File: config.mk
export PLATFORM = sky130hd
export DESIGN_NAME = vote_lockout_stack
export DESIGN_NICKNAME = d
export VERILOG_FILES = /design/src/rtl/vls_pkg.sv /design/src/rtl/vls_alu.sv /design/src/rtl/vls_engine.sv /design/src/rtl/vote_lockout_stack.sv
export SDC_FILE = /design/constraint.sdc
export NUM_CORES = 2
export LEC_CHECK = 0
export BUFFER_PORTS_ARGS = -buffer_cell sky130_fd_sc_hd__buf_2
export CORE_ASPECT_RATIO = 1.75
export CORE_MARGIN = 2
export CORE_UTILIZATION = 40
export DETAILED_ROUTE_END_ITERATION = 8
export PLACE_DENSITY_LB_ADDON = 0.1
export SLEW_MARGIN = 20
export SYNTH_ARGS = -nofsm -noshare
export SYNTH_HDL_FRONTEND = slang
export SYNTH_SLANG_ARGS = --single-unit
File: constraint.sdc
create_clock -name i_clk -period 42.8 [get_ports i_clk]
set_input_delay 12.84 -clock i_clk [delete_from_list [all_inputs] [get_ports i_clk]]
set_output_delay 12.84 -clock i_clk [all_outputs]
set_load 0.01 [all_outputs]
File: src/rtl/vls_pkg.sv
// Types, constants and sequencer states of the vote lockout stack.
package vls_pkg;

    localparam int SLOT_W            = 64;
    localparam int CNT_W             = 6;
    localparam int PTR_W             = 5;
    localparam int STACK_CAP         = 31;
    localparam int HISTORY_DEPTH_DEF = 31;

    localparam logic [CNT_W-1:0] COUNT_MAX = CNT_W'(63);
    localparam logic [CNT_W-1:0] COUNT_ONE = CNT_W'(1);

    localparam logic MODE_VOTE    = 1'b0;
    localparam logic MODE_CONFIRM = 1'b1;

    typedef struct packed {
        logic              mode;
        logic [SLOT_W-1:0] slot;
    } t_vls_in;

    typedef struct packed {
        logic [SLOT_W-1:0] root_pos;
        logic              root_changed;
        logic [PTR_W-1:0]  stack_depth;
        logic [SLOT_W-1:0] last_vote;
        logic [SLOT_W-1:0] vote_credits;
        logic              slot_found;
    } t_vls_out;

    typedef struct packed {
        logic [SLOT_W-1:0] slot;
        logic [CNT_W-1:0]  count;
    } t_vls_entry;

    typedef struct packed {
        logic             gt;
        logic             eq;
        logic [CNT_W-1:0] bump;
        logic             at_lim;
    } t_vls_alu_res;

    typedef enum logic [3:0] {
        S_IDLE,
        S_POP_RD,
        S_POP_CMP,
        S_INC_RD,
        S_INC_WR,
        S_PUSH,
        S_CNF_RD,
        S_CNF_CMP,
        S_DONE
    } t_vls_state;

endpackage

File: src/rtl/vls_alu.sv
// Shared compare and saturating count unit applied to one stack entry per step.
module vls_alu #(
    parameter int HISTORY_DEPTH = vls_pkg::HISTORY_DEPTH_DEF
) (
    input  vls_pkg::t_vls_entry         i_entry,
    input  logic [vls_pkg::SLOT_W-1:0]  i_slot,
    output vls_pkg::t_vls_alu_res       o_res
);

    logic [vls_pkg::CNT_W-1:0] bump;

    assign bump = (i_entry.count == vls_pkg::COUNT_MAX) ? i_entry.count
                                                         : i_entry.count + vls_pkg::COUNT_ONE;

    assign o_res.gt     = i_entry.slot > i_slot;
    assign o_res.eq     = i_entry.slot == i_slot;
    assign o_res.bump   = bump;
    assign o_res.at_lim = bump >= vls_pkg::CNT_W'(HISTORY_DEPTH);

endmodule

File: src/rtl/vls_engine.sv
// Sequencer, stack memory and state registers of the vote lockout stack.
module vls_engine #(
    parameter int HISTORY_DEPTH = vls_pkg::HISTORY_DEPTH_DEF
) (
    input  logic              i_clk,
    input  logic              i_rst_n,
    input  logic              i_in_valid,
    output logic              o_in_stall,
    input  vls_pkg::t_vls_in  i_in_data,
    output logic              o_done,
    input  logic              i_take,
    output vls_pkg::t_vls_out o_res
);

    localparam int MEM_DEPTH = 1 << vls_pkg::PTR_W;
    localparam logic [vls_pkg::PTR_W-1:0] PTR_ONE = vls_pkg::PTR_W'(1);

    vls_pkg::t_vls_state r_state, n_state;

    logic                         r_mode, n_mode;
    logic [vls_pkg::SLOT_W-1:0]   r_slot, n_slot;
    logic [vls_pkg::PTR_W-1:0]    r_base, n_base;
    logic [vls_pkg::PTR_W-1:0]    r_depth, n_depth;
    logic [vls_pkg::PTR_W-1:0]    r_ptr, n_ptr;
    logic [vls_pkg::PTR_W-1:0]    r_left, n_left;
    logic [vls_pkg::SLOT_W-1:0]   r_root, n_root;
    logic [vls_pkg::SLOT_W-1:0]   r_last, n_last;
    logic [vls_pkg::SLOT_W-1:0]   r_credit, n_credit;
    logic                         r_changed, n_changed;
    logic                         r_found, n_found;
    vls_pkg::t_vls_entry          r_rd;

    vls_pkg::t_vls_entry          mem [MEM_DEPTH];

    vls_pkg::t_vls_alu_res        alu;
    logic                         push_ok;
    logic                         promote;
    logic                         mem_we;
    logic [vls_pkg::PTR_W-1:0]    mem_waddr;
    logic [vls_pkg::PTR_W-1:0]    mem_raddr;
    vls_pkg::t_vls_entry          mem_wdata;

    vls_alu #(
        .HISTORY_DEPTH(HISTORY_DEPTH)
    ) u_alu (
        .i_entry(r_rd),
        .i_slot (r_slot),
        .o_res  (alu)
    );

    assign push_ok = (vls_pkg::CNT_W'(r_depth) < vls_pkg::CNT_W'(HISTORY_DEPTH))
                  && (r_depth != vls_pkg::PTR_W'(vls_pkg::STACK_CAP));
    assign promote = (r_ptr == r_base) && alu.at_lim;

    always_comb begin
        n_state = r_state;
        unique case (r_state)
            vls_pkg::S_IDLE: begin
                if (i_in_valid) begin
                    n_state = (i_in_data.mode == vls_pkg::MODE_CONFIRM) ? vls_pkg::S_CNF_RD
                                                                        : vls_pkg::S_POP_RD;
                end
            end
            vls_pkg::S_POP_RD:  n_state = (r_depth == '0) ? vls_pkg::S_PUSH : vls_pkg::S_POP_CMP;
            vls_pkg::S_POP_CMP: n_state = alu.gt ? vls_pkg::S_POP_RD : vls_pkg::S_INC_RD;
            vls_pkg::S_INC_RD:  n_state = vls_pkg::S_INC_WR;
            vls_pkg::S_INC_WR:  n_state = (r_left == PTR_ONE) ? vls_pkg::S_PUSH : vls_pkg::S_INC_RD;
            vls_pkg::S_PUSH:    n_state = vls_pkg::S_DONE;
            vls_pkg::S_CNF_RD:  n_state = (r_left == '0) ? vls_pkg::S_DONE : vls_pkg::S_CNF_CMP;
            vls_pkg::S_CNF_CMP: n_state = alu.eq ? vls_pkg::S_DONE : vls_pkg::S_CNF_RD;
            vls_pkg::S_DONE: begin
                if (i_take) begin
                    n_state = vls_pkg::S_IDLE;
                end
            end
            default:   n_state = vls_pkg::S_IDLE;
        endcase
    end

    always_comb begin
        o_in_stall = (r_state != vls_pkg::S_IDLE);
        o_done     = (r_state == vls_pkg::S_DONE);
        mem_raddr  = r_ptr;
        mem_we     = 1'b0;
        mem_waddr  = r_ptr;
        mem_wdata  = '{slot: r_rd.slot, count: alu.bump};
        unique case (r_state)
            vls_pkg::S_POP_RD: begin
                mem_raddr = r_base + r_depth - PTR_ONE;
            end
            vls_pkg::S_INC_WR: begin
                mem_we = !promote;
            end
            vls_pkg::S_PUSH: begin
                mem_we    = push_ok;
                mem_waddr = r_base + r_depth;
                mem_wdata = '{slot: r_slot, count: vls_pkg::COUNT_ONE};
            end
            vls_pkg::S_CNF_CMP: begin
                mem_we = alu.eq && !alu.at_lim;
            end
            default: begin
            end
        endcase
    end

    always_comb begin
        n_mode    = r_mode;
        n_slot    = r_slot;
        n_base    = r_base;
        n_depth   = r_depth;
        n_ptr     = r_ptr;
        n_left    = r_left;
        n_root    = r_root;
        n_last    = r_last;
        n_credit  = r_credit;
        n_changed = r_changed;
        n_found   = r_found;
        case (r_state)
            vls_pkg::S_IDLE: begin
                if (i_in_valid) begin
                    n_mode    = i_in_data.mode;
                    n_slot    = i_in_data.slot;
                    n_changed = 1'b0;
                    n_found   = 1'b0;
                    n_ptr     = r_base;
                    n_left    = r_depth;
                end
            end
            vls_pkg::S_POP_CMP: begin
                if (alu.gt) begin
                    n_depth = r_depth - PTR_ONE;
                end else begin
                    n_ptr  = r_base;
                    n_left = r_depth;
                end
            end
            vls_pkg::S_INC_WR: begin
                n_ptr  = r_ptr + PTR_ONE;
                n_left = r_left - PTR_ONE;
                if (promote) begin
                    n_root    = r_rd.slot;
                    n_changed = 1'b1;
                    n_base    = r_base + PTR_ONE;
                    n_depth   = r_depth - PTR_ONE;
                end
            end
            vls_pkg::S_PUSH: begin
                if (push_ok) begin
                    n_depth = r_depth + PTR_ONE;
                end
                n_last   = r_slot;
                n_credit = r_credit + vls_pkg::SLOT_W'(1);
            end
            vls_pkg::S_CNF_CMP: begin
                if (alu.eq) begin
                    n_found = 1'b1;
                    if (alu.at_lim) begin
                        n_root    = r_slot;
                        n_changed = 1'b1;
                        n_base    = r_ptr + PTR_ONE;
                        n_depth   = r_left - PTR_ONE;
                    end
                end else begin
                    n_ptr  = r_ptr + PTR_ONE;
                    n_left = r_left - PTR_ONE;
                end
            end
            default: begin
            end
        endcase
    end

    always_ff @(posedge i_clk) begin
        if (!i_rst_n) begin
            r_state  <= vls_pkg::S_IDLE;
            r_base   <= '0;
            r_depth  <= '0;
            r_root   <= '0;
            r_last   <= '0;
            r_credit <= '0;
        end else begin
            r_state  <= n_state;
            r_base   <= n_base;
            r_depth  <= n_depth;
            r_root   <= n_root;
            r_last   <= n_last;
            r_credit <= n_credit;
        end
    end

    always_ff @(posedge i_clk) begin
        r_mode    <= n_mode;
        r_slot    <= n_slot;
        r_ptr     <= n_ptr;
        r_left    <= n_left;
        r_changed <= n_changed;
        r_found   <= n_found;
    end

    always_ff @(posedge i_clk) begin
        if (mem_we) begin
            mem[mem_waddr] <= mem_wdata;
        end
        r_rd <= mem[mem_raddr];
    end

    assign o_res.root_pos     = r_root;
    assign o_res.root_changed = r_changed;
    assign o_res.stack_depth  = r_depth;
    assign o_res.last_vote    = r_last;
    assign o_res.vote_credits = r_credit;
    assign o_res.slot_found   = r_found && (r_mode == vls_pkg::MODE_CONFIRM);

endmodule

File: src/rtl/vote_lockout_stack.sv
// Top level of the vote lockout stack: sequencer plus result register.
// One transaction in, one result out. The stack lives in a 32-entry
// single-write memory with a registered read port, addressed as a ring
// from a base pointer, and one shared compare/increment unit visits one
// entry per step. A vote first pops the entries whose slot is greater
// than its own, each with a read and a compare state, then reads and
// writes back each remaining entry with its count bumped, skipping this
// when popping empties the stack, and ends with a push; a confirm reads
// and compares entries from the bottom until it finds a match or runs
// out. The sequencer returns to idle before the next transaction is taken.
// The block stalls its input while an item is in progress and takes the
// next transaction as soon as the previous result sits in the output
// register, even if that result is still stalled downstream.
module vote_lockout_stack #(
    parameter int HISTORY_DEPTH = vls_pkg::HISTORY_DEPTH_DEF
) (
    input  logic              i_clk,
    input  logic              i_rst_n,
    input  logic              i_in_valid,
    output logic              o_in_stall,
    input  vls_pkg::t_vls_in  i_in_data,
    output logic              o_out_valid,
    input  logic              i_out_stall,
    output vls_pkg::t_vls_out o_out_data
);

    logic              done;
    logic              take;
    vls_pkg::t_vls_out res;
    logic              r_out_valid, n_out_valid;
    vls_pkg::t_vls_out r_out_data;

    vls_engine #(
        .HISTORY_DEPTH(HISTORY_DEPTH)
    ) u_engine (
        .i_clk     (i_clk),
        .i_rst_n   (i_rst_n),
        .i_in_valid(i_in_valid),
        .o_in_stall(o_in_stall),
        .i_in_data (i_in_data),
        .o_done    (done),
        .i_take    (take),
        .o_res     (res)
    );

    assign take        = !r_out_valid || !i_out_stall;
    assign n_out_valid = (done && take) || (r_out_valid && i_out_stall);

    always_ff @(posedge i_clk) begin
        if (!i_rst_n) begin
            r_out_valid <= 1'b0;
        end else begin
            r_out_valid <= n_out_valid;
        end
    end

    always_ff @(posedge i_clk) begin
        if (done && take) begin
            r_out_data <= res;
        end
    end

    assign o_out_valid = r_out_valid;
    assign o_out_data  = r_out_data;

endmodule

==> results.toml <==
[detailed_routing]
via_per_inst = 5.64
drtAntennaViolNets = 0
routed_wl_mm = 308
firstDrtPassIters = 6
drt_iter0_markers = 4403
drc = 0
post_drt_wl_per_cell_um = 28.9
vias = 59978

[global_route]
grt_start_max_net_pins = 148
gr-usage-met2_pct = 40.1
grt-ovfl-total = 0
grt_use_met3_pct = 2.37
antenna_found_initial = 5
grt_pass1_vias = 61319
gr-usage-met1_pct = 27.4
gr-max-usage-layer = "met2"
track_usage_pct = 22.0
grt_pass1_wl_mm = 440

[run_status]
status = "finished, final reports clean"

[die]
row_count = 253
ios = 270
die_y_um = 694
dieWidth_um = 398
die_area_sq_um = 276000
core_sq_um = 271000
start_util_pct = 40.1

[clocking]
clk_latency_ns = 0.88
cts_buffers = 271
path_clk_slew_ns = 0.07
cts_hold_buffers = 0
h-tree-depth = 5
root_buffer = "clkbuf_16"
clock_path_buffers = 4
cts_setup_buffers = 0
cts_resized = 0
cts_tree = "done"
cts_sinks = 2793

[synth]
syn_area_per_cell_sq_um = 16.5
ys_warn_count = 0
syn_area_sq_um = 109000
synthArstFlopShare_pct = 0
yosysSeqAreaShare_pct = 74.6
synth_edf_count = 2516
ys_seq_elements = 2793
ys_types = 68
synthCells = 6607
ys.flop_type = "edfxtp_1"
synth_nets = 6757

[timing]
fin_crit_ns = 14.96
setup_viol = 0
worst_slew_pin_slew_ns = 1.21
hold_viol_final = 0
fin_crit_sh_pct = 35.0
fmax_mhz = 66.8
relSlewSlack_pct = 18.1
drv_slew = 0
fin_tns_setup_ns = 0
rsz0062_at_grt = "false"
skew_ns = 0.0512

[worst_setup_path]
worstSetupPathType = "reg2out"
crit_required_ns = 29.96
arrival_ns = 2.12
worstPathMaxFanout = 16
critPathCaptureType = "output pin"
start_kind = "flip-flop"

[layout]
drive_above_1_share_pct = 16.1
post-route-util_pct = 45.3
finalNetCount = 7013
syn_to_final_growth_pct = 13.0

[power]
power.density_nw_per_um2 = 77.8
power_leakage_nw = 41.4
clkPwrFrac_pct = 24.8
cellInternalPower_mw = 6.08
switching_share_pct = 36.3
irDropWorstVdd_uv = 98.7
p_comb_share_pct = 36.8
p_sw_mw = 3.47
p_seq_share_pct = 38.5

[placed_design]
place.gp.congestion = 0.786
dp_hpwl_mm = 164
port_buffers = 269

[flow_run]
cap_violations = 0

[worst_hold_path]
hp-class = "reg2reg"
worst max-delay path, cell delays in order, from the launching register on:
cell and delay (ns):
dfxtp_1 0.46, nor4_1 0.48, inv_1 0.13, buf_2 0.18
flip-flops by register name, indices dropped and copies added, names as in the netlist, 4 cells and up:
name               cells
u_engine.r_credit     64
o_out_data           199
u_engine.r_rd         70
u_engine.r_depth       5
u_engine.r_slot       64
u_engine.r_state       4
u_engine.r_root       64
u_engine.mem        2240
u_engine.r_left        5
u_engine.r_ptr         5
u_engine.r_last       64
u_engine.r_base        5
final cells by class:
class,count,area (sq um)
well taps,3570,4470
multi-input cells,3307,25800
clock buffers,376,7600
repair buffers,415,2630
fillers,23635,148000
flip-flops and latches,2793,81100
diodes,3,7.51
clock inverters,104,946
inverters,75,289
power groups by stage:
stage | sequential, mW | clock (mW) | combinational, mW
2_1_floorplan | 3.67 | 0 | 2.46
3_3_place_gp | 3.73 | 0 | 3.50
3_5_place_dp | 3.73 | 0 | 3.55
4_1_cts | 3.68 | 2.42 | 3.56
5_1_grt | 3.69 | 2.51 | 3.83
6_report | 3.67 | 2.36 | 3.51
Yosys cell counts, types with 69 or more instances:
library cell,number,area (sq um)
a211o_1,71,622
a21boi_0,77,578
o21bai_1,69,518
nand2_1,1007,3780
a2111oi_0,69,604
buf_2,143,716
clkbuf_1,229,860
a32oi_1,70,613
a21oi_1,187,936
a211oi_1,144,1080
a311oi_1,138,1210
ha_1,79,988
mux4_2,284,6400
inv_1,75,282
dfxtp_1,277,5550
a221oi_1,139,1220
nor2b_1,158,988
mux2i_1,142,1420
o211ai_1,70,526
edfxtp_1,2516,75600
nor2_1,147,552
routing by layer:
metal  wire length [um]  up-vias
met4               8570        0
met1             124000    31510
met5                  0        -
li1                   -    26471
met2             162000     1605
met3              13200      392
kinds of logic (layout without fill, tap and decap cells):
kind of cell,after synthesis,count (layout),synth area share (%)
muxes,431,431,7.25
DFF,2793,2793,74.6
adders and majority gates,81,81,0.946
AOI/OAI and AO/OA,1185,1185,8.38
xor gates and xnor gates,75,75,0.604
buffers and inverters,507,970,2.08
other,0,3,0
and+or+nand+nor,1535,1535,6.15
metrics by stage:
stage | instances | hold WS (ns) | power, mW | instance area [sq um] | worst slack (ns)
2_1_floorplan | 6607 | 0.400 | 6.13 | 109000 | 19.80
3_3_place_gp | 10158 | 0.414 | 7.23 | 114000 | 27.56
3_5_place_dp | 10159 | 0.413 | 7.28 | 114000 | 27.61
4_1_cts | 10639 | 0.429 | 9.66 | 123000 | 27.78
5_1_grt | 10641 | 0.432 | 10.0 | 123000 | 27.67
6_report | 10643 | 0.424 | 9.55 | 123000 | 27.84
final timing paths:
kind / startpoint / to / slack [ns] / cells past startpoint
worst max-delay path: u_engine.r_state[0] / o_in_stall / 27.84 / 3
worst min-delay path: u_engine.r_last[37] / o_out_data[102] / 0.42 / 0
worst max register to register: u_engine.r_depth[0] / u_engine.r_rd[64] / 36.21 / 14
worst min register to register: u_engine.r_last[37] / o_out_data[102] / 0.42 / 0
placed cells by master, fill, tap and decap left out, drive strengths merged, types with 35 or more instances in the layout:
cell     netlist  final
clkbuf       231    376
nand3         49     49
a211oi       144    144
mux4         284    284
a2111oi       69     69
mux2i        143    143
edfxtp      2516   2516
a21boi        77     77
a311oi       138    138
a221oi       139    139
nor2b        158    158
o211ai        70     70
inv           75     81
a32oi         70     70
nor2         147    147
nand2       1007   1007
o21ai         43     43
xnor2         46     46
a211o         71     71
dfxtp        277    277
nand4         35     35
o211a         65     65
clkinv         0     75
a21oi        187    187
o21bai        69     69
buf          201    415
and2          54     54
ha            79     79
Power figures use the tool's default switching activity.
